`src/rtl/wsmwh_pkg.sv`:
```
// Shared types, commands and byte helper functions for the word state mixer.
// No dependencies; every other file in rtl/ uses it.
`timescale 1ns / 1ps
package wsmwh_pkg;

  localparam logic [7:0] ByteKey  = 8'hAA;
  localparam logic [5:0] SixOnes  = 6'h3F;

  typedef struct packed {
    logic       mode;
    logic [5:0] cell_req;
    logic [7:0] byte0;
    logic [7:0] byte1;
    logic [7:0] byte2;
    logic [7:0] byte3;
    logic [5:0] chi_bin;
    logic [2:0] shell_bin;
  } req_t;

  typedef struct packed {
    logic [11:0] omega;
    logic [5:0]  chi0;
    logic [5:0]  chi1;
    logic [5:0]  chi2;
    logic [5:0]  chi3;
    logic [12:0] word_signature;
    logic [11:0] odd_mask;
    logic [11:0] even_mask;
    logic [63:0] step_count;
    logic [6:0]  window_fill;
    logic [6:0]  chi_bin_count;
    logic [6:0]  shell_bin_count;
  } res_t;

  localparam logic MODE_INGEST = 1'b0;
  localparam logic MODE_READ   = 1'b1;

  typedef enum logic [3:0] {
    ST_CLEAR, ST_IDLE, ST_LOAD, ST_RHIST, ST_STEP,
    ST_OLDRD, ST_OLDWR, ST_NEWRD, ST_NEWWR, ST_FIN
  } state_e;

  typedef struct packed {
    logic cap;
    logic load;
    logic rhist;
    logic step;
    logic old_rd;
    logic old_wr;
    logic new_rd;
    logic new_wr;
    logic fin;
    logic clr;
  } cmd_t;

  typedef struct packed {
    logic oor;
    logic mode;
    logic last;
    logic clr_last;
  } sts_t;

  function automatic logic [5:0] micro_of(input logic [7:0] b);
    logic [7:0] t;
    t = b ^ ByteKey;
    return t[6:1];
  endfunction

  function automatic logic [5:0] eps_a(input logic [7:0] b);
    logic [7:0] t;
    t = b ^ ByteKey;
    return t[0] ? SixOnes : 6'd0;
  endfunction

  function automatic logic [5:0] eps_b(input logic [7:0] b);
    logic [7:0] t;
    t = b ^ ByteKey;
    return t[7] ? SixOnes : 6'd0;
  endfunction

  function automatic logic [2:0] ones6(input logic [5:0] x);
    logic [2:0] n;
    n = 3'd0;
    for (int i = 0; i < 6; i++) n = n + 3'(x[i]);
    return n;
  endfunction

  function automatic logic [11:0] pair_mask(input logic [7:0] b);
    logic [5:0]  m;
    logic [11:0] r;
    m = micro_of(b);
    for (int i = 0; i < 6; i++) r[2*i +: 2] = {2{m[i]}};
    return r;
  endfunction

endpackage

```
`src/rtl/wsmwh_ctrl.sv`:
```
// Sequencer: clearing pass, cell load, histogram read or four window pushes, result.
// Depends on wsmwh_pkg.
`timescale 1ns / 1ps
module wsmwh_ctrl (
  input  logic           clk_i,
  input  logic           rst_ni,
  input  logic           start,
  input  wsmwh_pkg::sts_t sts_i,
  output wsmwh_pkg::cmd_t cmd_o,
  output logic           busy
);

  wsmwh_pkg::state_e state_q, state_d;

  always_ff @(posedge clk_i or negedge rst_ni) begin
    if (!rst_ni) state_q <= wsmwh_pkg::ST_CLEAR;
    else         state_q <= state_d;
  end

  always_comb begin
    state_d = state_q;
    case (state_q)
      wsmwh_pkg::ST_CLEAR: if (sts_i.clr_last) state_d = wsmwh_pkg::ST_IDLE;
      wsmwh_pkg::ST_IDLE:  if (start) state_d = wsmwh_pkg::ST_LOAD;
      wsmwh_pkg::ST_LOAD: begin
        if (sts_i.oor)                                state_d = wsmwh_pkg::ST_FIN;
        else if (sts_i.mode == wsmwh_pkg::MODE_READ)  state_d = wsmwh_pkg::ST_RHIST;
        else                                          state_d = wsmwh_pkg::ST_STEP;
      end
      wsmwh_pkg::ST_RHIST: state_d = wsmwh_pkg::ST_FIN;
      wsmwh_pkg::ST_STEP:  state_d = wsmwh_pkg::ST_OLDRD;
      wsmwh_pkg::ST_OLDRD: state_d = wsmwh_pkg::ST_OLDWR;
      wsmwh_pkg::ST_OLDWR: state_d = wsmwh_pkg::ST_NEWRD;
      wsmwh_pkg::ST_NEWRD: state_d = wsmwh_pkg::ST_NEWWR;
      wsmwh_pkg::ST_NEWWR: state_d = sts_i.last ? wsmwh_pkg::ST_FIN : wsmwh_pkg::ST_STEP;
      wsmwh_pkg::ST_FIN:   state_d = wsmwh_pkg::ST_IDLE;
      default:             state_d = wsmwh_pkg::ST_IDLE;
    endcase
  end

  always_comb begin
    cmd_o        = '0;
    busy         = 1'b1;
    case (state_q)
      wsmwh_pkg::ST_CLEAR: cmd_o.clr = 1'b1;
      wsmwh_pkg::ST_IDLE: begin
        busy      = 1'b0;
        cmd_o.cap = start;
      end
      wsmwh_pkg::ST_LOAD:  cmd_o.load   = 1'b1;
      wsmwh_pkg::ST_RHIST: cmd_o.rhist  = 1'b1;
      wsmwh_pkg::ST_STEP:  cmd_o.step   = 1'b1;
      wsmwh_pkg::ST_OLDRD: cmd_o.old_rd = 1'b1;
      wsmwh_pkg::ST_OLDWR: cmd_o.old_wr = 1'b1;
      wsmwh_pkg::ST_NEWRD: cmd_o.new_rd = 1'b1;
      wsmwh_pkg::ST_NEWWR: cmd_o.new_wr = 1'b1;
      wsmwh_pkg::ST_FIN:   cmd_o.fin    = 1'b1;
      default:             cmd_o        = '0;
    endcase
  end

endmodule

```
`config.mk`:
```
export PLATFORM = sky130hd
export DESIGN_NAME = wsmwh_ctrl
export DESIGN_NICKNAME = d
export VERILOG_FILES = /design/src/rtl/wsmwh_pkg.sv /design/src/rtl/wsmwh_ctrl.sv
export SDC_FILE = /design/constraint.sdc
export NUM_CORES = 1
export LEC_CHECK = 0
export BUFFER_PORTS_ARGS = -buffer_cell sky130_fd_sc_hd__buf_4
export CAP_MARGIN = 20
export CORE_AREA = 8 8 45 47
export CTS_BUF_LIST = sky130_fd_sc_hd__clkbuf_8
export DETAILED_ROUTE_END_ITERATION = 10
export DIE_AREA = 0 0 53 55
export PLACE_DENSITY = 0.59
export SYNTH_ARGS = -nofsm -noshare
export SYNTH_HDL_FRONTEND = slang
export SYNTH_SLANG_ARGS = --single-unit
```
`constraint.sdc`:
```
create_clock -name clk_i -period 2.56 [get_ports clk_i]
set_input_delay 0.128 -clock clk_i [delete_from_list [all_inputs] [get_ports clk_i]]
set_output_delay 0.128 -clock clk_i [all_outputs]
set_load 0.01 [all_outputs]
```
-- After elaboration in Yosys (flattened, before gate mapping)
Cells that the tools add are included.
- eq/ne operators: 11
- muxes and demuxes: 17
- reduce and logical (&&, ||, !) cells: 2
- operators with widths (operator ; count):
    $pmux 4 s9 ; 1
    $eq 4x3->1 const B ; 4
    $mux 4 ; 4
    $mux 1 ; 11
    $eq 4x2->1 const B ; 2
    $eq 4x4->1 const B ; 2
    $eq 4x1->1 const B ; 1
    $logic_not 4->1 ; 1
    $ne 2x2->1 const B ; 2
    $mux 3 ; 1
    $reduce_and 2->1 ; 1
- bits in registers: 4
- input bits: 7
- output and inout bits: 11
- logic and storage cells: 31

-- Longest topological paths before layout
- depth in word-level cells: 3
- gate-level depth with buffers: 4
- depth with buffers taken out: 3

-- Worst setup path before layout
Ideal clock, no wire load.
- kind: register to output
- start: reg state_q[0]
- end: out cmd_o[0] (netlist bit)
- data arrival time: 0.996 ns
- data required time: 2.432 ns
- path slack: 1.436 ns
- cell stages (with the launch flop): 3
- buffers on the path: 1
- path through: dfrtp_1 buf_2 nor4_1
- RTL lines (element ; RTL line ; RTL):
    start, declared ; wsmwh_ctrl.sv:13 ; wsmwh_pkg::state_e state_q, state_d;
    start signal, assigned ; wsmwh_ctrl.sv:16 ; if (!rst_ni) state_q <= wsmwh_pkg::ST_CLEAR;
    start signal, assigned ; wsmwh_ctrl.sv:17 ; else state_q <= state_d;
    end, declared ; wsmwh_ctrl.sv:9 ; output wsmwh_pkg::cmd_t cmd_o,

==> results_dict.tcl <==
set metrics [dict create \
    core_mm2 0.00138 \
    power.density_mw_per_mm2 1230 \
    h-tree-depth 1 \
    yosys-top-cells-area "dfrtp_1 (30%), nand2b_1 (9.3%), a21oi_1 (7.4%)" \
    min_period_ps 1460 \
    cts_buffers 3 \
    synth_top_cell_by_area "dfrtp_1" \
    yosysWarningCount 0 \
    grt_pass1_wl_um 1610 \
    clock_tree.root_cell "clkbuf_8" \
    p_leak_nw 0.234 \
    layout.cells.non_filler 78 \
    clock_skew_ps 0.358 \
    syn-instance-count 45 \
    max_slew_margin 0.741 \
    portBuffers 17 \
    drtIter0Drc 3 \
    nets 71 \
    cp.arrival_ps 1330 \
    num_antenna_cells 0 \
    irDropWorstVdd_v 0.000498 \
    start_util 0.243 \
    clockBufferDepth 2 \
    finalInstanceArea_um2 513 \
    dp_hpwl_um 735 \
    dpl.cell_count 74 \
    cts_tree "done" \
    die-area_mm2 0.00292 \
    largestRegisters "state_q (4)" \
    rsz0062_at_grt "false" \
    critical_path_required_ps 2430 \
    worst_setup_path_start_kind "flop" \
    vias 367 \
    synth_nets 52 \
    synth_cell_types 22 \
    final_max_slew_viol_count 0 \
    grt_max_degree 15 \
    utilization 0.371 \
    drv_cap 0 \
    regMostFlops "state_q" \
    ios 18 \
    r2r_setup_slack_ps 1180 \
    seq_area_frac_synth 0.297 \
    globalplace.congestion 0.760 \
    path_clk_slew_ps 30 \
    tightest_slew_ps 388 \
    setup_tns_ps 0 \
    cts.sinks 4 \
    grt-ovfl-total 0 \
    critPathKind "flop to output port" \
    fillers 156 \
    wire_per_inst_um 11.8 \
    place_area_um2 462 \
    clk_latency_ps 210 \
    track_usage 0.0712 \
    wl_um 922 \
    hp-class "input port to flop" \
    viasPerCell 4.71 \
    synth_seq_cells 4 \
    final_hold_viol_count 0 \
    drive_gt1_frac 0.355 \
    ant_nets 0 \
    placementRows 14 \
    grt_pass1_vias 389 \
    drc 0 \
    postCtsResizedCells 0 \
    synthDominantCellAreaShare 0.297 \
    avgSynthCellArea_um2 7.48 \
    setup-violations-final 0 \
    largest_reg_flops 4 \
    first_pass_iters 4 \
    outcome "complete, no violations" \
    fmaxAchievable_ghz 0.684 \
    area_delta_synth_final_pct 52.4 \
    final.period_utilization 0.571 \
    die_x_um 53 \
    die_y_um 55 \
    cp-end-kind "output port" \
    antenna_found_initial 0 \
    syn-cell-area_um2 337 \
    worstPathMaxFanout 14 \
]
-- critical path: stages (launching register included) --
cell     delay [ps]
dfrtp_1         500
or2b_1          320
nor3_1          150
buf_4           150
-- routing by layer --
| layer | routed length, µm | global-route usage | share of wire |
|---|---|---|---|
| met2 | 428 | 0.113 | 0.46 |
| met1 | 418 | 0.0796 | 0.45 |
| met4 | 0 | 0.0388 | 0 |
| met5 | 0 | 0 | 0 |
| met3 | 76 | 0.0294 | 0.082 |
-- path summary, 6_finish.rpt --
check	start	to	depth (start not counted)
setup / recovery	state_q[0]$_DFFE_PN0P_	cmd_o[8]	3
hold / removal	sts_i[1]	state_q[3]$_DFFE_PN0P_	2
setup reg to reg	state_q[0]$_DFFE_PN0P_	state_q[0]$_DFFE_PN0P_	3
hold reg to reg	state_q[3]$_DFFE_PN0P_	state_q[1]$_DFFE_PN0P_	1
max in group asynchronous	rst_ni	state_q[1]$_DFFE_PN0P_	2
min in group asynchronous	rst_ni	state_q[2]$_DFFE_PN0P_	2
-- where the power goes --
group	switching [W]	leakage, nW	total, W	internal (W)
Clock	0.0000273	0.0216	0.000127	0.0000997
Sequential	0.0000912	0.0500	0.000185	0.0000943
Combinational	0.000150	0.162	0.000318	0.000167
-- cell usage in the layout (no fill, tap or decap) --
master,instances
nand2_1,3
o41ai_1,2
and2b_1,1
and3_1,1
or3_1,1
o21ai_1,1
nor3_1,3
nand2b_1,5
a21o_1,1
dlygate4sd3_1,1
inv_2,1
buf_4,17
o2bb2ai_1,1
clkbuf_8,3
nor4_1,1
nor3_2,1
nor2_1,6
dfrtp_1,4
o21ai_0,1
o32ai_1,1
o31a_1,1
a21oi_1,5
or2b_1,1
-- stage by stage --
| step | hold WS (ps) | setup slack (ps) | power [W] |
|---|---|---|---|
| floorplan | -168 | 1440 | 0.000392 |
| global placement | -73.0 | 1260 | 0.000506 |
| detailed placement | -74.5 | 1190 | 0.000510 |
| CTS | 156 | 1070 | 0.000643 |
| global route | 179 | 982 | 0.000698 |
| finish | 156 | 1100 | 0.000630 |
-- final cells by class --
| cell class | count | area (µm²) | area share |
|---|---|---|---|
| well taps | 16 | 20.0 | 0.0390 |
| inverters | 1 | 3.75 | 0.00732 |
| flip-flops and latches | 4 | 100 | 0.195 |
| multi-input cells | 36 | 210 | 0.410 |
| repair buffers | 18 | 138 | 0.268 |
| clock buffers | 3 | 41.3 | 0.0805 |
-- synth_stat cells --
master	count
inv_2	1
o2bb2ai_1	1
nor4_1	1
a21o_1	1
nor3_1	3
o31a_1	1
o32ai_1	1
nor2_1	6
buf_4	1
nand2b_1	5
o21ai_1	1
or3_1	1
o41ai_1	2
nor3_2	1
o21ai_0	1
buf_2	3
dfrtp_1	4
nand2_1	3
or2b_1	1
and2b_1	1
a21oi_1	5
and3_1	1
-- logic make-up (layout without fill, tap and decap cells) --
group / count (synthesis) / in the layout / synth area share
simple gates: 23 / 23 / 0.368
compound gates: 13 / 13 / 0.256
buf+inv: 5 / 22 / 0.0781
flops: 4 / 4 / 0.297
-- repair_timing --
item	in CTS	in global routing
setup buffers	0	0
endpoints found under the hold margin	4	0
hold buffers	1	0
Power figures use the tool's default switching activity.
